`src/rtl/core/bhx_pkg.sv`:
```
`timescale 1ns / 1ps

package bhx_pkg;

   // Fixed widths of the transaction fields.
   localparam int DATA_W = 32;
   localparam int IDX_W  = 6;
   localparam int IDX_N  = 64;
   localparam int ROW_W  = 2;

   // One lane per column of the result row.
   localparam int LANES  = 4;
   localparam int PROD_W = 2 * DATA_W;
   // Four exact products plus the rounding constant need two guard bits.
   localparam int ACC_W  = PROD_W + 2;

   // Result transactions that may be accepted and not yet delivered.
   localparam int OUT_DEPTH = 4;
   localparam int OUT_PTR_W = 2;
   localparam int OUT_CNT_W = 3;

   localparam logic [ROW_W-1:0] LAST_ROW = 2'd3;
   localparam logic [ROW_W-1:0] FIRST_ROW = 2'd0;

   typedef logic signed [DATA_W-1:0] word_type;
   typedef word_type [LANES-1:0] row_type;
   typedef logic signed [ACC_W-1:0] acc_type;
   typedef acc_type [LANES-1:0] acc_row_type;

   // Control of the accumulate step of every lane.
   typedef struct packed {
      logic acc_en;
      logic first;
   } lane_ctl_type;

   // Item identity carried alongside the datapath.
   typedef struct packed {
      logic [IDX_W-1:0] bone;
      logic [ROW_W-1:0] row;
      logic             root;
   } meta_type;

   // One finished result transaction.
   typedef struct packed {
      logic [IDX_W-1:0] bone;
      logic [ROW_W-1:0] row;
      row_type          model;
      logic             sat;
   } rsp_type;

endpackage

```
`src/rtl/core/bhx_lane.sv`:
```
`timescale 1ns / 1ps

module bhx_lane #(
   parameter int FRAC_BITS = 16
) (
   input  logic                  clock,
   input  bhx_pkg::word_type     loc_word,
   input  bhx_pkg::word_type     par_word,
   input  bhx_pkg::lane_ctl_type ctl,
   output bhx_pkg::acc_type      acc
);
   import bhx_pkg::*;

   // Rounding constant of one half, folded into the first accumulate step.
   localparam acc_type RND = ACC_W'(1) << (FRAC_BITS - 1);

   logic signed [PROD_W-1:0] prod_in;
   logic signed [PROD_W-1:0] prod_ff;
   acc_type                  acc_in;
   acc_type                  acc_ff;

   assign prod_in = loc_word * par_word;

   always_comb begin
      acc_in = (ctl.first ? RND : acc_ff) + ACC_W'(prod_ff);
   end

   always_ff @(posedge clock) begin
      prod_ff <= prod_in;
      if (ctl.acc_en) begin
         acc_ff <= acc_in;
      end
   end

   assign acc = acc_ff;

endmodule

```
`config.mk`:
```
export PLATFORM = sky130hd
export DESIGN_NAME = bhx_lane
export DESIGN_NICKNAME = d
export VERILOG_FILES = /design/src/rtl/core/bhx_pkg.sv /design/src/rtl/core/bhx_lane.sv
export SDC_FILE = /design/constraint.sdc
export NUM_CORES = 2
export LEC_CHECK = 0
export BUFFER_PORTS_ARGS = -buffer_cell sky130_fd_sc_hd__buf_2
export CAP_MARGIN = 10
export CORE_MARGIN = 2
export CORE_UTILIZATION = 30
export DETAILED_ROUTE_END_ITERATION = 10
export GPL_TIMING_DRIVEN = 0
export PLACE_DENSITY = 0.58
export SYNTH_ARGS = -nofsm -noshare
export SYNTH_HDL_FRONTEND = slang
export SYNTH_SLANG_ARGS = --single-unit
```
`constraint.sdc`:
```
create_clock -name clock -period 8.13 [get_ports clock]
set_clock_uncertainty 0.1 [all_clocks]
set_input_delay 0.813 -clock clock [delete_from_list [all_inputs] [get_ports clock]]
set_output_delay 0.813 -clock clock [all_outputs]
set_load 0.01 [all_outputs]
```
==> results.py <==
metrics = {
    "outcome": {
        "status": "complete, but fails checks",
        "violations": "setup timing",
    },
    "synthesis": {
        "synth_top_area_share_pct": 49.3,
        "synth_fa_ha_area_share_pct": 56.4,
        "synth_xor_area_share_pct": 2.73,
        "synthArstFlopShare_pct": 0,
        "avgSynthCellArea_um2": 9.38,
        "ys_dominant_reg_cell": "edfxtp_1",
        "synth-compound-area-share_pct": 6.64,
        "ys_ff_latch": 130,
        "yosysWarnings": 0,
        "ys_types": 85,
        "syn_nets": 6084,
        "synth_edf_count": 66,
        "netlist_top_cells_area": "fa_1 (49%), inv_1 (9.0%), and2_1 (7.3%)",
        "ys_seq_area_share_pct": 7.42,
        "synthesis.instances": 4685,
        "yosys.area.top_type": "fa_1",
        "synthMuxAreaShare_pct": 0.0455,
        "synth-simple-area-share_pct": 15.7,
        "synth.cell_area_um2": 44000,
        "synth_top_family_by_area": "adder cells",
    },
    "timing": {
        "setup_slack_ns": -0.0548,
        "drv_slew": 0,
        "rsz0062_at_grt": "yes",
        "finalCriticalPeriod_ns": 8.18,
        "period_share_pct": 101,
        "setup_viol": 3,
        "max_freq_ghz": 0.122,
        "hold_violations": 0,
        "tightest_slew_ns": 1.05,
        "relSlewSlack_pct": 30.2,
    },
    "grt": {
        "overflow": 0,
        "grt_pass1_wl_mm": 245,
        "grtUsageTotal_pct": 22.4,
        "grt_max_degree": 67,
        "grt_pass1_vias": 37200,
        "grt_antenna_before_repair": 36,
    },
    "worst_setup_path": {
        "worstRegToRegCells": 14,
        "cpPeakStageDelay_ns": 0.70,
        "worstSetupPathType": "in2reg",
        "crit_path_frequent_cell": "fa_1",
        "worst-path-stages": 23,
        "worstPathMaxFanout": 10,
        "worst-path-buf-inv": 3,
        "cp_top_family": "adder cells",
        "startpoint_type": "primary input",
        "worstSetupEndpointType": "register",
        "crit_path_cell_trace": "buf_2 > clkbuf_1 > and2_1 > fa_1 > fa_1 > fa_1 > fa_1 > fa_1 > fa_1 > fa_1 > fa_1 > ha_2 > nand2_1 > nor4_2 > o21a_1 > nor3_1 > a21oi_1 > o41ai_4 > buf_4 > o41ai_4 > nand3_2 > a31o_1 > xnor2_2",
        "slowest_stage": "clkbuf_1",
        "crit_required_ns": 8.33,
        "cp_data_arrival_time_ns": 8.39,
    },
    "routing": {
        "initialDrtViolationCount": 2763,
        "via_per_inst": 4.99,
        "wirelength_mm": 165,
        "num_vias": 34000,
        "final_antenna_net_count": 0,
        "firstDrtPassIters": 5,
        "drc": 0,
        "post_drt_wl_per_cell_um": 24.2,
    },
    "place": {
        "place_congestion": 1.04,
        "hpwl_mm": 137,
        "portBuffers": 132,
        "place_area_um2": 47200,
    },
    "layout": {
        "finish.utilization_pct": 34.3,
        "syn_to_final_growth_pct": 13.5,
        "nets": 6268,
        "stdcell_area_um2": 49900,
        "drive_gt1_share_pct": 11.3,
    },
    "die": {
        "core_um2": 146000,
        "pin_count": 133,
        "fp.dieArea_um2": 150000,
        "initial_core_util_pct": 30.2,
        "fp.dieH_um": 387,
        "die_x_um": 387,
        "rows": 140,
    },
    "run": {
        "cap_viol_max_count": 0,
    },
    "clocking": {
        "cts_tree": "yes",
        "clock_sinks": 130,
        "postCtsHoldBufs": 0,
        "h-tree-depth": 4,
        "cts_root_buf": "clkbuf_16",
        "cts_buffers": 17,
        "cts.clk_slew.worst_paths_ns": 0.07,
        "clk_latency_ns": 0.44,
        "clockBufferDepth": 2,
    },
    "hold_path": {
        "min_path_cells": 1,
        "hold_class": "reg2reg",
    },
}
## through the flow
stage / setup TNS (ns) / worst slack [ns] / cells / hold slack, ns
after floorplan: -0.111 / -0.111 / 4685 / 0.408
after global placement: -43.15 / -1.88 / 6734 / 0.425
final: -0.157 / -0.0548 / 6814 / 0.420
after global routing: -0.702 / -0.179 / 6803 / 0.440
after CTS: 0 / 0.000408 / 6781 / 0.425
after detailed placement: -42.99 / -1.93 / 6735 / 0.421
## synthesized netlist by cell type (3+ instances only)
cell	count
a211oi_1	14
a21boi_0	3
a21o_1	75
a21o_2	3
a21oi_1	137
a221o_1	3
a221oi_1	5
a31oi_1	24
and2_1	516
and3_1	19
and4_1	5
buf_2	6
buf_4	3
clkbuf_1	227
dfxtp_1	64
edfxtp_1	66
fa_1	1083
ha_1	249
inv_1	1050
nand2_1	568
nand2b_1	22
nand3_1	22
nand4_1	22
nor2_1	76
nor2b_1	72
nor3_1	16
nor4_1	3
o2111ai_1	3
o211ai_1	10
o21a_1	16
o21ai_0	61
o21ai_1	4
o21bai_1	26
o221ai_1	4
o31ai_1	5
o41ai_1	3
or2_2	5
or3_1	4
xnor2_1	100
xor2_1	37
## routing by layer
| metal | share of wire (%) | up-vias | wire length (um) | GRT usage (%) |
|---|---|---|---|---|
| met5 | 0.024 | - | 39 | 0 |
| met4 | 7.3 | 6 | 12000 | 12.6 |
| li1 | - | 14300 | - | - |
| met3 | 9.4 | 449 | 15500 | 5.04 |
| met2 | 46 | 1665 | 75300 | 36.1 |
| met1 | 38 | 17600 | 62000 | 27.6 |
## layout make-up
cell class	instances	area [um^2]
multi-input combinational	3266	36300
inverter	1050	3950
clock inverter	12	92.6
fill	15000	95700
clock buffer	20	479
sequential	130	3260
timing repair buffer	174	1110
antenna	15	37.5
tap	1917	2400
buffer	230	2220
## final timing paths
kind,slack [ns],to,startpoint
max,-0.05,prod_ff[61],par_word[29]
min reg2reg,0.42,acc[0],prod_ff[0]
max reg2reg,3.68,acc[58],acc[0]
min,0.42,acc[0],prod_ff[0]
## cells by family (layout without fill, tap and decap cells)
kind of cell    count (synthesis)  in the layout
mux                             2              2
other cells                     0             15
fa+ha+maj                    1332           1332
flops                         130            130
buf+inv                      1289           1486
compound gates                434            434
simple gates                 1361           1361
xor+xnor                      137            137
## placed cells by master (no fill, tap or decap), types with 17 or more instances in the layout
cell type	count
a21o_1	75
a21oi_1	128
a31oi_1	23
and2_1	509
and3_1	18
buf_2	123
buf_4	73
buf_6	17
buf_8	22
clkbuf_1	34
clkbuf_16	40
clkbuf_2	39
clkbuf_4	44
clkbuf_8	25
dfxtp_1	64
edfxtp_1	66
fa_1	1047
fa_2	36
ha_1	227
inv_1	1037
nand2_1	559
nand2b_1	22
nand3_1	22
nand4_1	22
nor2_1	74
nor2b_1	72
o21ai_0	53
o21bai_1	25
xnor2_1	98
xor2_1	37
## sequential cells by signal, indices dropped and copies added (netlist names)
register  count
acc          66
prod_ff      64
## timing repair
action / 4_1_cts / 5_1_grt
resized for setup: 458 / 219
buffers inserted: 21 / 19
setup endpoints to repair: 35 / 17
pin swaps: 24 / 38
gates cloned: 1 / 0
Power is not shown: default switching activity piles up to over one toggle a cycle in this logic, so the estimate is an artifact.
