### config.mk
export PLATFORM = sky130hd
export DESIGN_NAME = bhx_merge
export DESIGN_NICKNAME = d
export VERILOG_FILES = /design/src/rtl/core/bhx_pkg.sv /design/src/rtl/core/bhx_merge.sv
export SDC_FILE = /design/constraint.sdc
export NUM_CORES = 1
export LEC_CHECK = 0
export BUFFER_PORTS_ARGS = -buffer_cell sky130_fd_sc_hd__buf_2
export CAP_MARGIN = 40
export CORE_AREA = 3 3 152 154
export DETAILED_ROUTE_END_ITERATION = 16
export DIE_AREA = 0 0 155 157
export PLACE_DENSITY = 0.45
export REMOVE_ABC_BUFFERS = 1
export SYNTH_ARGS = -nofsm -noshare
export SYNTH_HDL_FRONTEND = slang
export SYNTH_SLANG_ARGS = --single-unit
### constraint.sdc
create_clock -name vclk -period 1.52
set_clock_uncertainty 0.2 [all_clocks]
set_input_delay 0.076 -clock vclk [all_inputs]
set_output_delay 0.076 -clock vclk [all_outputs]
set_load 0.03 [all_outputs]
### src/rtl/core/bhx_pkg.sv
`timescale 1ns / 1ps

package bhx_pkg;

   // Fixed widths of the transaction fields.
   localparam int DATA_W = 32;
   localparam int IDX_W  = 6;
   localparam int IDX_N  = 64;
   localparam int ROW_W  = 2;

   // One lane per column of the result row.
   localparam int LANES  = 4;
   localparam int PROD_W = 2 * DATA_W;
   // Four exact products plus the rounding constant need two guard bits.
   localparam int ACC_W  = PROD_W + 2;

   // Result transactions that may be accepted and not yet delivered.
   localparam int OUT_DEPTH = 4;
   localparam int OUT_PTR_W = 2;
   localparam int OUT_CNT_W = 3;

   localparam logic [ROW_W-1:0] LAST_ROW = 2'd3;
   localparam logic [ROW_W-1:0] FIRST_ROW = 2'd0;

   typedef logic signed [DATA_W-1:0] word_type;
   typedef word_type [LANES-1:0] row_type;
   typedef logic signed [ACC_W-1:0] acc_type;
   typedef acc_type [LANES-1:0] acc_row_type;

   // Control of the accumulate step of every lane.
   typedef struct packed {
      logic acc_en;
      logic first;
   } lane_ctl_type;

   // Item identity carried alongside the datapath.
   typedef struct packed {
      logic [IDX_W-1:0] bone;
      logic [ROW_W-1:0] row;
      logic             root;
   } meta_type;

   // One finished result transaction.
   typedef struct packed {
      logic [IDX_W-1:0] bone;
      logic [ROW_W-1:0] row;
      row_type          model;
      logic             sat;
   } rsp_type;

endpackage

### src/rtl/core/bhx_merge.sv
`timescale 1ns / 1ps

module bhx_merge #(
   parameter int FRAC_BITS = 16
) (
   input  bhx_pkg::acc_row_type acc_row,
   output bhx_pkg::row_type     model,
   output logic                 sat
);
   import bhx_pkg::*;

   localparam word_type WORD_MAX = {1'b0, {(DATA_W - 1){1'b1}}};
   localparam word_type WORD_MIN = {1'b1, {(DATA_W - 1){1'b0}}};

   acc_type          shifted [LANES];
   logic [LANES-1:0] clamp;

   // Drop the fraction bits and clamp each column to the 32-bit range.
   always_comb begin
      for (int j = 0; j < LANES; j++) begin
         shifted[j] = acc_row[j] >>> FRAC_BITS;
         clamp[j] = !((&shifted[j][ACC_W-1:DATA_W-1]) || !(|shifted[j][ACC_W-1:DATA_W-1]));
         if (!clamp[j]) begin
            model[j] = shifted[j][DATA_W-1:0];
         end else if (shifted[j][ACC_W-1]) begin
            model[j] = WORD_MIN;
         end else begin
            model[j] = WORD_MAX;
         end
      end
      sat = |clamp;
   end

endmodule

==> impl_results.md, run 1 <==
- Core Box Area: 21800 um2
- Total Routing Usage GR: 8.47%
- Die width: 155 um
- Setup TNS: -39810 ps
- P per Cell Area: 284 nW/um2
- Placed cell count: 825
- Final hold vios: 0
- Yosys warnings: 0
- Final Util: 27.0%
- Cell Chain, Critical Path: buf_8 -> nor4_4 -> nand4_1 -> nor4_2 -> buf_4 -> buf_6 -> a311oi_4 -> buf_6 -> a21o_1 -> buf_6
- Fin crit share: 123%
- Min Tclk post-route: 1870 ps
- Post-DR vias/cell: 3.93
- Power consumption: 1.67 mW
- Drt wl/cell: 16.3 um
- Worst setup SP type: input pin
- # setup viols final: 125
- Cell count after synthesis: 213
- Row Count: 54
- Net Switching: 0.810 mW
- Iter 0 DRT Violations: 104
- Clock buffer cells: 0
- Hold Crit Start: acc_row[155]
- Largest net degree at the start of global routing: 32
- IO Pins: 393
- Flop pwr share: 0%
- Failing checks: negative setup slack
- Max Slew Vio Count: 0
- Routability congestion estimate: 0.775
- Normalized max-slew margin: 54.4%
- Status: finished, violations left
- Seq/Total Area, Yosys: 0%
- Seq cells: 0
- Crit path kind: in -> out
- Critical Path Sink Type: output port
- Post-route ant nets: 0
- Fmax: 534 MHz
- Finished Layout Cells: 840
- Layout cells sized above 1: 86.6%
- Power share of the clock group: 0%
- Avg Cell Area, Syn: 8.32 um2
- Slowest CP cell: nor4_4
- Grt total ovfl: 0
- Storage cell area: 0 um2
- Routed WL: 13700 um
- Area growth, synth to finish: 232%
- Max IR drop VDD: 0.000114 V
- Final #Nets: 826
- Post-DP Area: 3860 um2
- # port buffers: 329
- Logic pwr share: 100.0%
- Most used cell, CP: buf_6
- First-pass GRT wire length: 17100 um
- DRT Pass-1 Iters: 4
- Mapped cell area: 1770 um2
- CTS Hold Bufs: 0
- Crit-path max FO: 8
- Die Span Y: 157 um
- Final setup margin: -353 ps
- N_diodes: 0
- Crit path largest cell delay: 260 ps
- Routed vias: 3303
- Max-Cap Viols: 0
- Launch point of the worst path: acc_row[254]
- Critical Path AT: 1600 ps
- DRC: 0
- Initial Util: 8.12%
- Die ar.: 24300 um2
- Synth cell types: 12
- Actual transition at the worst max-transition pin: 684 ps
- DP Wirelength: 9360 um
- WP data required: 1240 ps
- Lkg Pwr: 2.95 nW
- P_int: 0.863 mW
- Hold crit path type: in -> out
- Initial antenna violation count: 0
- Sw Share: 48.4%
- Hold path cells: 3
- RSZ-0062 raised after global routing: true
- Final instance area: 5890 um2
- Vias in the first global route: 3250
[power by group through the flow]
stage | Clock (mW) | Combinational [mW] | Sequential (mW)
floorplan | 0 | 0.591 | 0
global placement | 0 | 1.14 | 0
detailed placement | 0 | 1.15 | 0
CTS | 0 | 1.45 | 0
global route | 0 | 1.75 | 0
finish | 0 | 1.67 | 0
[critical path: cells and delay by family]
kind,cells,cell delay (ps)
simple gates,3,560
buf+inv,5,690
compound gates,2,250
[worst paths after layout]
| check | endpoint | slack, ps |
|---|---|---|
| hold / removal | model[71] | 250 |
| setup / recovery | model[116] | -350 |
[area by class of cell]
cell class | instances | area (um2)
fillers | 2283 | 15900
repair buffers | 375 | 3370
multi-input cells | 185 | 2170
well taps | 280 | 350
[cell usage after synthesis (all sizes together)]
library cell | count | share of area (%)
a31o | 4 | 2.0
dlygate4sd3 | 2 | 1.1
buf | 24 | 15
nand4 | 21 | 7.4
a21o | 124 | 58
nor4 | 20 | 8.5
and3 | 4 | 1.4
nor2 | 8 | 1.7
a311oi | 4 | 3.4
dlygate4sd1 | 2 | 0.99
[per-stage QoR]
stage | setup slack [ps] | hold slack [ps]
after global placement | -743 | 295
after floorplan | -454 | -48.0
final | -353 | 253
after CTS | -388 | 253
after global routing | -494 | 258
after detailed placement | -664 | 300
[logic make-up (layout without fill, tap and decap cells)]
group                  after synthesis  count (layout)  share of synthesized area (%)
AND/OR/NAND/NOR                     53              53                           19.0
buffers and inverters               28             375                           17.4
AO/OA/AOI/OAI                      132             132                           63.7
[placed cells by master, fill, tap and decap left out, drive strengths merged]
cell      n
buf     366
a21o    124
nand4    21
nor4     20
clkbuf    9
nor2      8
and3      4
a311oi    4
a31o      4
[what timing repair did]
action,CTS,global route
setup endpoints to repair,125,125
gates resized for setup,272,138
pin swaps,4,29
hold endpoints to repair,0,0
cloned,4,9
setup buffers,1,3
[per-layer routing]
layer / vias to the layer above / GRT usage [%] / share of wire (%)
li1: 1543 / - / -
met3: 10 / 1.07 / 7.8
met1: 1555 / 9.36 / 35
met5: - / 0 / 0
met4: 0 / 0.252 / 0.82
met2: 195 / 17.9 / 56
(Power assumes the default switching activity.)
==> inputs of run 2 (changes only) <==
Settings changed: CELL_PAD_IN_SITES_DETAIL_PLACEMENT set to 1, CELL_PAD_IN_SITES_GLOBAL_PLACEMENT set to 2, CORE_AREA 3 3 152 154 to 3 3 150 152, DIE_AREA 0 0 155 157 to 0 0 153 155, PLACE_DENSITY 0.45 to 0.88.
==> impl_results.md, run 2 (synthesized netlist as in run 1, its figures left out) <==
- Lkg Pwr: 2.94 nW (was 2.95 nW)
- RSZ-0062 raised after global routing: true (unchanged)
- Most frequent cells in the layout: buf_2 (190), buf_6 (139), a21o_4 (60), a21o_1 (42) (was buf_2 (168), buf_6 (161), a21o_4 (73), a21o_1 (42), nand4_1 (21))
- Routability congestion estimate: 0.749 (was 0.775)
- Placed cell count: 817 (was 825)
- Total Routing Usage GR: 9.95% (was 8.47%)
- Status: finished, violations left (unchanged)
- DRT Pass-1 Iters: 4 (unchanged)
- Normalized max-slew margin: 58.7% (was 54.4%)
- Failing checks: negative setup slack (unchanged)
- Initial Util: 8.38% (was 8.12%)
- Grt total ovfl: 0 (unchanged)
- DRC: 0 (unchanged)
- Actual transition at the worst max-transition pin: 620 ps (was 684 ps)
- Worst setup SP type: input pin (unchanged)
- Row Count: 53 (was 54)
- Max Slew Vio Count: 0 (unchanged)
- Seq cells: 0 (unchanged)
- Min Tclk post-route: 1980 ps (was 1870 ps)
- Finished Layout Cells: 841 (was 840)
- Iter 0 DRT Violations: 112 (was 104)
- # fillers: 2428 (was 2283)
- Die ar.: 23700 um2 (was 24300 um2)
- Clock buffer cells: 0 (unchanged)
- Leading cell type in the layout, fill and taps excluded: buf_2 (unchanged)
- N_diodes: 0 (unchanged)
- Largest net degree at the start of global routing: 33 (was 32)
- Max IR drop VDD: 0.000110 V (was 0.000114 V)
- Vias in the first global route: 3685 (was 3250)
- Final hold vios: 0 (unchanged)
- # port buffers: 329 (unchanged)
- Routed vias: 3382 (was 3303)
- Initial antenna violation count: 0 (unchanged)
- Drt wl/cell: 17.3 um (was 16.3 um)
- # setup viols final: 125 (unchanged)
- Post-route ant nets: 0 (unchanged)
- First-pass GRT wire length: 19700 um (was 17100 um)
- Storage cell area: 0 um2 (unchanged)
- Crit-path max FO: 5 (was 8)
- Post-DR vias/cell: 4.02 (was 3.93)
- Power consumption: 1.64 mW (was 1.67 mW)
- Final setup margin: -457 ps (was -353 ps)
- WP data required: 1240 ps (about the same)
- Fmax: 506 MHz (was 534 MHz)
- CTS Hold Bufs: 0 (unchanged)
- Final Util: 27.2% (was 27.0%)
- IO Pins: 393 (unchanged)
- Routed WL: 14600 um (was 13700 um)
- Hold crit path type: in -> out (unchanged)
- Core Box Area: 21200 um2 (was 21800 um2)
- Final #Nets: 832 (was 826)
- Setup TNS: -47490 ps (was -39810 ps)
- P per Cell Area: 284 nW/um2 (about the same)
- Critical Path Sink Type: output port (unchanged)
- Multi-input logic area: 2120 um2 (was 2170 um2)
- Fin crit share: 130% (was 123%)
- Post-DP Area: 3820 um2 (was 3860 um2)
- Max-Cap Viols: 0 (unchanged)
- Crit path kind: in -> out (unchanged)
- DP Wirelength: 9880 um (was 9360 um)
- Final worst hold slack: 254 ps (was 253 ps)
- Layout cells sized above 1: 86.2% (was 86.6%)
- Area growth, synth to finish: 225% (was 232%)
- Die width: 153 um (was 155 um)
- Critical Path AT: 1700 ps (was 1600 ps)
- Die Span Y: 155 um (was 157 um)
- Placement Setup Slack: -613 ps (was -664 ps)
- Final instance area: 5760 um2 (was 5890 um2)
-- run 2: timing repair --
item | in CTS | in global routing
pin swaps | 16 | 21
buffers inserted | 6 | 1
endpoints found under the hold margin | 0 | 0
setup endpoints to repair | 125 | 125
resized for setup | 245 | 150
gates cloned | 11 | 8
-- run 2: layout make-up --
cell class / count / area share [%]
multi-input cells: 186 / 36.8
well taps: 275 / 5.97
repair buffers: 380 / 57.2
-- run 2: path summary, 6_finish.rpt --
check                         from    endpoint  slack, ps  depth (start not counted)
worst max-delay path  acc_row[180]   model[84]       -460                         10
worst min-delay path  acc_row[220]  model[102]        250                          3
-- run 2: report_power, final --
part | internal (mW) | switching, mW | total (mW)
combinational | 0.826 | 0.811 | 1.64
clock | 0 | 0 | 0
sequential | 0 | 0 | 0
total | 0.826 | 0.811 | 1.64
-- run 2: layer usage --
layer,vias to the layer above,wire length (um),share of wire (%),track usage [%]
li1,1563,-,-,-
met1,1611,5120,35,10.8
met2,198,8230,56,20.8
met3,10,1120,7.7,1.70
met4,0,109,0.75,0.636
met5,-,0,0,0
-- run 2: worst max-delay path, cell delays in order --
cell and delay (ps):
buf_6 90, nor4_4 50, buf_4 130, nand4_1 80, nor4_2 50, buf_4 140, a311oi_4 580, clkbuf_16 260
a21o_1 120, buf_6 140
