$ cat config.mk
export PLATFORM = sky130hd
export DESIGN_NAME = bhx_out_fifo
export DESIGN_NICKNAME = d
export VERILOG_FILES = /design/src/rtl/core/bhx_pkg.sv /design/src/rtl/core/bhx_out_fifo.sv
export SDC_FILE = /design/constraint.sdc
export NUM_CORES = 1
export LEC_CHECK = 0
export ABC_AREA = 1
export BUFFER_PORTS_ARGS = -buffer_cell sky130_fd_sc_hd__buf_4
export CORE_MARGIN = 5
export CORE_UTILIZATION = 52
export DETAILED_ROUTE_END_ITERATION = 6
export PLACE_DENSITY = 0.76
export SYNTH_ARGS = -nofsm -noshare
export SYNTH_HDL_FRONTEND = slang
export SYNTH_SLANG_ARGS = --single-unit
$ cat constraint.sdc
create_clock -name clock -period 3.9 [get_ports clock]
set_clock_uncertainty 0.1 [all_clocks]
set_input_delay 0 -clock clock [delete_from_list [all_inputs] [get_ports clock]]
set_output_delay 0 -clock clock [all_outputs]
set_load 0.01 [all_outputs]
$ cat src/rtl/core/bhx_pkg.sv
`timescale 1ns / 1ps

package bhx_pkg;

   // Fixed widths of the transaction fields.
   localparam int DATA_W = 32;
   localparam int IDX_W  = 6;
   localparam int IDX_N  = 64;
   localparam int ROW_W  = 2;

   // One lane per column of the result row.
   localparam int LANES  = 4;
   localparam int PROD_W = 2 * DATA_W;
   // Four exact products plus the rounding constant need two guard bits.
   localparam int ACC_W  = PROD_W + 2;

   // Result transactions that may be accepted and not yet delivered.
   localparam int OUT_DEPTH = 4;
   localparam int OUT_PTR_W = 2;
   localparam int OUT_CNT_W = 3;

   localparam logic [ROW_W-1:0] LAST_ROW = 2'd3;
   localparam logic [ROW_W-1:0] FIRST_ROW = 2'd0;

   typedef logic signed [DATA_W-1:0] word_type;
   typedef word_type [LANES-1:0] row_type;
   typedef logic signed [ACC_W-1:0] acc_type;
   typedef acc_type [LANES-1:0] acc_row_type;

   // Control of the accumulate step of every lane.
   typedef struct packed {
      logic acc_en;
      logic first;
   } lane_ctl_type;

   // Item identity carried alongside the datapath.
   typedef struct packed {
      logic [IDX_W-1:0] bone;
      logic [ROW_W-1:0] row;
      logic             root;
   } meta_type;

   // One finished result transaction.
   typedef struct packed {
      logic [IDX_W-1:0] bone;
      logic [ROW_W-1:0] row;
      row_type          model;
      logic             sat;
   } rsp_type;

endpackage

$ cat src/rtl/core/bhx_out_fifo.sv
`timescale 1ns / 1ps

module bhx_out_fifo (
   input  logic             clock,
   input  logic             reset,
   input  logic             push,
   input  bhx_pkg::rsp_type push_data,
   input  logic             pop,
   output logic             out_valid,
   output bhx_pkg::rsp_type out_data
);
   import bhx_pkg::*;

   rsp_type                entry_ff [OUT_DEPTH];
   logic [OUT_PTR_W-1:0]   wr_ptr_ff;
   logic [OUT_PTR_W-1:0]   wr_ptr_in;
   logic [OUT_PTR_W-1:0]   rd_ptr_ff;
   logic [OUT_PTR_W-1:0]   rd_ptr_in;
   logic [OUT_CNT_W-1:0]   count_ff;
   logic [OUT_CNT_W-1:0]   count_in;

   // The caller never pushes into a full queue, so push needs no guard here.
   always_comb begin
      wr_ptr_in = push ? wr_ptr_ff + OUT_PTR_W'(1) : wr_ptr_ff;
      rd_ptr_in = pop ? rd_ptr_ff + OUT_PTR_W'(1) : rd_ptr_ff;
      count_in = count_ff + OUT_CNT_W'(push) - OUT_CNT_W'(pop);
   end

   always_ff @(posedge clock) begin
      if (reset) begin
         wr_ptr_ff <= '0;
         rd_ptr_ff <= '0;
         count_ff <= '0;
      end else begin
         wr_ptr_ff <= wr_ptr_in;
         rd_ptr_ff <= rd_ptr_in;
         count_ff <= count_in;
      end
   end

   always_ff @(posedge clock) begin
      if (push) begin
         entry_ff[wr_ptr_ff] <= push_data;
      end
   end

   assign out_valid = (count_ff != '0);
   assign out_data = entry_ff[rd_ptr_ff];

endmodule

==> metrics.txt, run 1 <==
Synth top area share=74.68%; async set-or-reset flop fraction in the synthesized netlist=0%; Boundary Pins=between 200 and 300; Initial Utilization=52.53%; fin crit share=between 60% and 70%; Seq/Total Area, Yosys=75.50%; Slew @ Worst Pin=0.8026 ns; largest net degree at the start of global routing=roughly 150; final design utilization=65.85%; syn_area_per_cell=13.33 um2; critical path peak fanout=124; # DRC=0; largest area contributor in the netlist=edfxtp_1; Post-CTS Setup Bufs=0; area added between synthesis and finish=25.35%; Final ANT Viol Nets=0; Routed WL=45660 um; Synth Area in Compound Gates=11.12%; synthesized flop and latch total=557; Arrival @ worst endpoint=about 2.5 ns; fin crit period=2.568 ns; crit end category=output pin; via count=13560; antenna violations before repair=4; Simple-Gate Fraction of Synth Area=4.900%; IO buf count=approximately 280; Worst-path clk slew=roughly 0.06 ns; met2 Use GR=between 30% and 40%; setup tns final=0 ns; placement row count=75; GR Overflow Total=0; Cell variety after synth=17; Total GRT Usage=a little under a fifth; setup slack, reg-to-reg=1.70 ns; Horiz. Die Dim=215.9 um; dominant cells by area after synthesis=edfxtp_1 75%, inv_1 4.9%, nand2_1 4.8%, o211ai_1 4.7%, a21oi_1 3.2%; status=completed; multiplexer share of the synthesized area=0%; endpoints failing hold=0; CTS tree=yes; worst min-delay path class=primary input to register; most frequent cells after synthesis=548 x edfxtp_1, 290 x inv_1, 282 x nand2_1; gpl congestion=0.7738; most instantiated library cell after synthesis=edfxtp_1; PostCTS Resize Cnt=0; Worst-Skew Late Latency=0.57 ns; Max IR drop VDD=around 0.51 mV; Num CTS Buffers=54; CTS Buffer Depth=3; Post-synth top flop=edfxtp_1; Final #Nets=2202; Worst Path Required=3.80 ns; met1 Use GR=between 20% and 30%; layout cells sized above 1=17.95%; Power Density=roughly 500 mW/mm2; vias in the first global route=13380; adder-cell share of the synthesized area=less than 1%; # fillers=2810; dpl ws=between 1.5 and 2 ns; Gate Count Post-Synth=around 1700; die area=approximately 0.047 mm2; setup violators final=0; Pleak=10.75 nW; RSZ-0062 raised after global routing=no; Max Transition Viols Final=0; Worst Min Path Start=push_data[135]; Startpoint Class=register; Core ar.=0.04195 mm2; largest family of logic cells by synthesized area=compound AO/OA/AOI/OAI gates; Synth Warn #=0; first drt pass iteration count=5; post-route setup slack=1.332 ns; global-route wire length before repair=70930 um; Vias/cell=roughly 5.1; FMAX=389.4 MHz; # Max-Cap Violations=0; clk root buf=clkbuf_16; H-tree depth=2; relative slew slack=46.49%; 1st-iter DRT viols=893; grt met3 use=3.994%; critical path type=register to output pin; die extent in y=215.9 um; CTS Sinks=around 560; worst reg2reg path startpoint=wr_ptr_ff[0]; GR peak layer=met2; syn nets=1801; Cell Area, Synth=0.02203 mm2; xor and xnor area share after synthesis=0%; EDFF count, synth=548; DR WL/cell=17.33 um; post-detail-place hpwl=26130 um
state kept, by name, indices dropped and copies added, names as in the netlist, named ones only:
register	cells
count_ff	3
wr_ptr_ff	2
rd_ptr_ff	2
entry_ff	548
path summary, 6_finish.rpt:
path / endpoint / cells past startpoint
hold reg to reg: register / 2
setup reg to reg: entry_ff[2][97] / 5
hold / removal: entry_ff[1][135] / 2
setup / recovery: out_data[87] / 5
worst max-delay path, stage by stage (launching register included):
cell	delay, ns
dfxtp_4	0.74
buf_12	0.43
nand2_1	0.16
o211ai_1	0.15
nand2_1	0.12
buf_4	0.16
cell usage in the layout (no fill, tap or decap), types with 9 or more instances in the layout:
cell type	count
buf_12	9
o21ai_0	21
inv_1	286
dlygate4sd3_1	142
edfxtp_1	548
bufinv_16	10
clkinv_1	14
clkbuf_16	55
nand2_1	282
o211ai_1	137
buf_4	285
a21oi_1	143
o21ai_1	120
kinds of logic (layout without fill, tap and decap cells):
kind of cell             Yosys count  after routing
flip-flops                       557            557
AO/OA/AOI/OAI                    421            421
buffers and inverters            381            823
AND/OR/NAND/NOR                  287            287
adder cells (fa/ha/maj)            7              7
other                              0              1
layout make-up:
| class | count | area, um2 | share of cell area, % |
|---|---|---|---|
| repair buffers | 436 | 3741 | 13.54 |
| clock buffers | 62 | 1403 | 5.078 |
| flip-flops and latches | 557 | 16640 | 60.26 |
| multi-input cells | 715 | 3625 | 13.12 |
| clock inverters | 35 | 424.2 | 1.536 |
| well taps | 539 | 674.4 | 2.442 |
| inverters | 290 | 1109 | 4.013 |
| diodes | 1 | 2.502 | 0.009060 |
repair_timing:
| action | 4_1_cts | 5_1_grt |
|---|---|---|
| hold buffers | 142 | 0 |
| endpoints found under the setup margin | 0 | 0 |
| endpoints found under the hold margin | 582 | 0 |
layer usage:
| metal | share of wire [%] | vias up |
|---|---|---|
| met1 | 41 | 6486 |
| met4 | 2.8 | 6 |
| li1 | - | 6570 |
| met2 | 50 | 405 |
| met5 | 0.090 | - |
| met3 | 6.5 | 89 |
through the flow:
step	cell area, um2	cells	hold WS (ns)	power [mW]
floorplan	22030	1653	-0.02878	7.798
CTS	27620	2634	0.02110	13.87
global placement	24370	2395	0.07514	8.393
detailed placement	24370	2395	0.07820	8.440
finish	27620	2635	0.06462	13.76
global route	27620	2635	0.04902	14.28
where the power goes:
group / total [mW] / internal (mW) / switching (mW)
Combinational: 1.51 / 0.641 / 0.873
Clock: 5.33 / 3.23 / 2.10
Sequential: 6.92 / 6.85 / 0.0707
(Power assumes the default switching activity.)
==> inputs of run 2 (changes only) <==
clock period = 2.15 ns   (was 3.9 ns; I/O delays follow)
==> metrics.txt, run 2 (same netlist as run 1, synthesis figures left out) <==
1st-iter DRT viols=975; Routed WL=48090 um; post-route setup slack=~0.09 ns; # DRC=0; via count=13790; Vias/cell=5.155; critical path peak fanout=19; FMAX=approximately 490 MHz; biggest regs=entry_ff (548), count_ff (3); max incr delay on CP=0.40 ns; gpl congestion=0.7598; CP most frequent cell=buf_4; H-tree depth=2; Power Total=between 20 and 25 mW; placement row count=75; layout cells sized above 1=19.62%; vias in the first global route=13690; Total GRT Usage=19.71%; DR WL/cell=about 18 um; Max Transition Viols Final=0; commonest cells after routing, fill and taps aside=548 x edfxtp_1, 294 x buf_4, 284 x inv_1; clk root buf=clkbuf_16; Arrival @ worst endpoint=1.96 ns; post-detail-place hpwl=27000 um; Max IR drop VDD=~0.88 mV; relative slew slack=approximately two thirds; # fillers=2832; Power Density=886.1 mW/mm2; critical path type=register to output pin; Core ar.=0.04195 mm2; setup violators final=0; fin crit period=roughly 2 ns; uppermost routed layer=met5; die extent in y=215.9 um; fin crit share=95.79%; Boundary Pins=279; GR Overflow Total=0; Final ANT Viol Nets=0; Startpoint Class=register; flip-flop and latch area=0.01665 mm2; Pleak=10.96 nW; endpoints failing hold=0; CTS Buffer Depth=3; max reg flops=548; CTS tree=yes; crit end category=output pin; Worst-path clk slew=0.06 ns; IO buf count=278; setup tns final=0 ns; first drt pass iteration count=7; Worst path slowest cell=dfxtp_4; worst min-delay path class=primary input to register; Horiz. Die Dim=215.9 um; status=completed; Initial Utilization=52.53%; antenna violations before repair=7; Final #Nets=2233; Routed met3 length=~2700 um; die area=0.04659 mm2; multi-input logic area=0.003642 mm2; dpl ws=0.4821 ns; crit-path cells=buf_4 > bufbuf_16 > o211ai_1 > nand2_1 > buf_4; # Max-Cap Violations=0; met2 WL=24610 um; CTS Sinks=557; final design utilization=67.00%; Num CTS Buffers=55; Worst Path Required=2.05 ns; Slew @ Worst Pin=about 0.48 ns; Worst-Skew Late Latency=0.58 ns; Top reg by flops=entry_ff; RSZ-0062 raised after global routing=yes; dpl cell area=between 0.02 and 0.025 mm2; area added between synthesis and finish=27.55%; most common cell after layout, fill and taps aside=edfxtp_1; design area=0.02810 mm2; global-route wire length before repair=~73000 um; largest net degree at the start of global routing=119; met1 wire length=19610 um
run 2: area by class of cell:
| cell class | count | area share [%] |
|---|---|---|
| Antenna cell | 6 | 0.05342 |
| Clock buffer | 74 | 5.302 |
| Clock inverter | 28 | 1.019 |
| Inverter | 290 | 3.927 |
| Multi-Input combinational cell | 715 | 12.96 |
| Sequential cell | 557 | 59.23 |
| Tap cell | 539 | 2.400 |
| Timing Repair Buffer | 466 | 15.11 |
run 2: worst paths after layout:
path	endpoint	startpoint	slack, ns	cells past startpoint
setup / recovery	out_data[6]	register	0.09	5
hold / removal	entry_ff[0][107]	push_data[107]	0.06	2
setup reg to reg	count_ff[0]	count_ff[0]	0.33	7
hold reg to reg	register	rd_ptr_ff[1]	0.36	2
run 2: worst max-delay path, delay by kind of cell (launching register included):
family | cells | cell delay (ns)
and+or+nand+nor | 1 | 0.14
AOI/OAI and AO/OA | 1 | 0.21
DFF | 1 | 0.40
buffers and inverters | 3 | 0.62
run 2: repair_timing:
action                                  4_1_cts  5_1_grt
endpoints found under the setup margin       20       55
hold buffers                                141        0
setup buffers                                 3        2
resized for setup                             3        8
gates cloned                                  1        3
endpoints found under the hold margin       559        0
run 2: report_power, final:
part	switching (mW)	total, mW	internal, mW	leakage, nW
combinational	1.64	2.93	1.29	4.98
clock	3.85	9.43	5.57	0.873
sequential	0.123	12.5	12.4	5.11
total	5.62	24.9	19.3	11.0
run 2: metal layers:
layer  vias up  GRT usage [%]
met1      6696          25.14
met4         2          5.099
met2       373          34.53
met5         -              0
li1       6640              -
met3        78          4.330
run 2: per-stage QoR:
| step | instances | hold slack, ns |
|---|---|---|
| after floorplan | 1653 | -0.02878 |
| after global placement | 2417 | 0.07647 |
| after detailed placement | 2417 | 0.08331 |
| after global routing | 2673 | 0.01827 |
| after CTS | 2664 | 0.01474 |
| final | 2675 | 0.06159 |
==> inputs of run 3 (changes only) <==
RECOVER_POWER = 100   (was not set)
==> metrics.txt, run 3 (same netlist as run 1, synthesis figures left out) <==
Top reg by flops=entry_ff; via count=approximately 14000; crit end category=output pin; Initial Utilization=a little over half; met1 Use GR=about a quarter; Worst Min Path Start=reset; final design utilization=65.49%; GR peak layer=met2; die extent in y=215.9 um; vias in the first global route=13690; Final #Nets=~2200; CTS tree=yes; die area=0.04659 mm2; clock share of power=38.1%; H-tree depth=2; biggest regs=entry_ff (548), count_ff (3); clk root buf=clkbuf_16; Slew @ Worst Pin=around 0.95 ns; Vias/cell=between 5 and 6; first drt pass iteration count=5; CP bufs+invs=3; crit-path cells=buf_4 > bufbuf_16 > o211ai_1 > nand2_1 > buf_4; fin crit share=between 90% and 100%; dpl cell area=approximately 0.025 mm2; setup slack, reg-to-reg=around 0.15 ns; critical path peak fanout=19; Worst Path Required=2.05 ns; Power Total=about 25 mW; worst min-delay path class=primary input to register; 1st-iter DRT viols=967; design area=0.02747 mm2; most common cell after layout, fill and taps aside=edfxtp_1; layout cells sized above 1=12.72%; Worst-Skew Late Latency=roughly 0.57 ns; post-detail-place hpwl=27000 um; max reg flops=548; RR Endpoint=entry_ff[1][17]; GR Overflow Total=0; worst reg2reg path startpoint=wr_ptr_ff[1]; largest net degree at the start of global routing=119; Internal=between 15 and 20 mW; CP most frequent cell=buf_4; setup violators final=0; flip-flop and latch area=0.01664 mm2; max incr delay on CP=0.41 ns; area added between synthesis and finish=24.66%; Num CTS Buffers=55; grt met3 use=between 4 and 5%; critical path type=register to output pin; CP Depth=5; endpoints failing hold=0; multi-input logic area=0.003630 mm2; gpl congestion=0.7598; worst r2r path cells=6; Startpoint Class=register; dpl ws=between 0.4 and 0.5 ns; DR WL/cell=17.89 um; relative slew slack=36.73%; Horiz. Die Dim=215.9 um; CTS Buffer Depth=3; # Max-Cap Violations=0; status=completed; Worst path slowest cell=dfxtp_4; switching power=5.605 mW; fin crit period=2.067 ns; FMAX=483.9 MHz; Power Density=around 900 mW/mm2; post-route setup slack=0.08339 ns; Crit path max-delay family=buffers and inverters; Setup crit end=out_data[6]; Combinational Power Share=11.2%; Worst-path clk slew=0.06 ns; Final ANT Viol Nets=0; Routed WL=47860 um; Max IR drop VDD=just under 0.9 mV; Core ar.=0.04195 mm2; Pleak=10.44 nW; CTS Sinks=557; placement row count=75; Total GRT Usage=19.71%; Arrival @ worst endpoint=just under 2 ns; sequential fraction of design power=50.7%; met2 Use GR=between 30% and 40%; antenna violations before repair=7; # DRC=0; # fillers=3011; commonest cells after routing, fill and taps aside=548 x edfxtp_1, 286 x inv_1, 280 x nand2_1; global-route wire length before repair=approximately 73000 um; Boundary Pins=roughly 280; RSZ-0062 raised after global routing=yes; IO buf count=278; switch share=22.64%; Max Transition Viols Final=0
==> run 3: cell count changes in the layout (fill, tap and decap cells not counted), moves of 3 or more <==
cell / before / now
buf_12: 17 / 9
buf_4: 294 / 150
buf_6: 5 / 9
clkbuf_1: 17 / 155
clkbuf_2: 0 / 4
clkbuf_4: 0 / 6
clkinvlp_2: 0 / 3
clkinvlp_4: 4 / 1
ha_1: 3 / 6
ha_2: 3 / 0
==> run 3: timing repair <==
item / in CTS / in global routing
hold endpoints to repair: 559 / 0
hold buffers: 141 / 0
cloned: 1 / 3
setup buffers: 3 / 2
setup endpoints to repair: 20 / 55
resized for setup: 3 / 8
==> run 3: worst reg2reg max path: cells and delay by family, from the launching register on <==
family,cells,cell delay (ns)
buffers and inverters,4,1.02
and+or+nand+nor,1,0.07
adders and majority gates,1,0.15
DFF,1,0.33
==> run 3: routing by layer <==
layer  share of wire (%)  wire (um)
met1                  41      19410
met2                  51      24520
met3                 5.9       2810
met4                 2.3       1109
met5               0.015          7
==> run 3: per-stage QoR <==
stage	TNS [ns]	instances	hold WS (ns)
floorplan	-527.47	1653	-0.02878
global placement	0	2417	0.07647
detailed placement	0	2417	0.08331
CTS	0	2664	0.01474
global route	-0.1018	2673	0.04958
finish	0	2675	0.07278
==> run 3: worst min path at each step <==
stage	slack [ns]	to	cells after the start
floorplan	-0.03	count_ff[0]	1
global placement	0.08	count_ff[0]	2
detailed placement	0.08	count_ff[1]	2
CTS	0.01	entry_ff[3][36]	2
global route	0.05	count_ff[1]	3
finish	0.07	count_ff[1]	3
==> run 3: layout make-up <==
type / count / share of cell area, %
clock buffer: 74 / 5.425
timing repair buffer: 466 / 13.23
clock inverter: 28 / 1.043
antenna: 6 / 0.05466
tap: 539 / 2.455
inverter: 290 / 3.990
multi-input combinational: 715 / 13.21
sequential: 557 / 60.59
==> run 3: power groups by stage <==
| stage | clock, mW | combinational [mW] | sequential (mW) |
|---|---|---|---|
| CTS | 9.59 | 2.88 | 12.5 |
| global route | 10.1 | 3.03 | 12.6 |
| detailed placement | 0 | 2.61 | 12.8 |
| floorplan | 0 | 1.36 | 12.8 |
| finish | 9.43 | 2.78 | 12.5 |
| global placement | 0 | 2.55 | 12.7 |
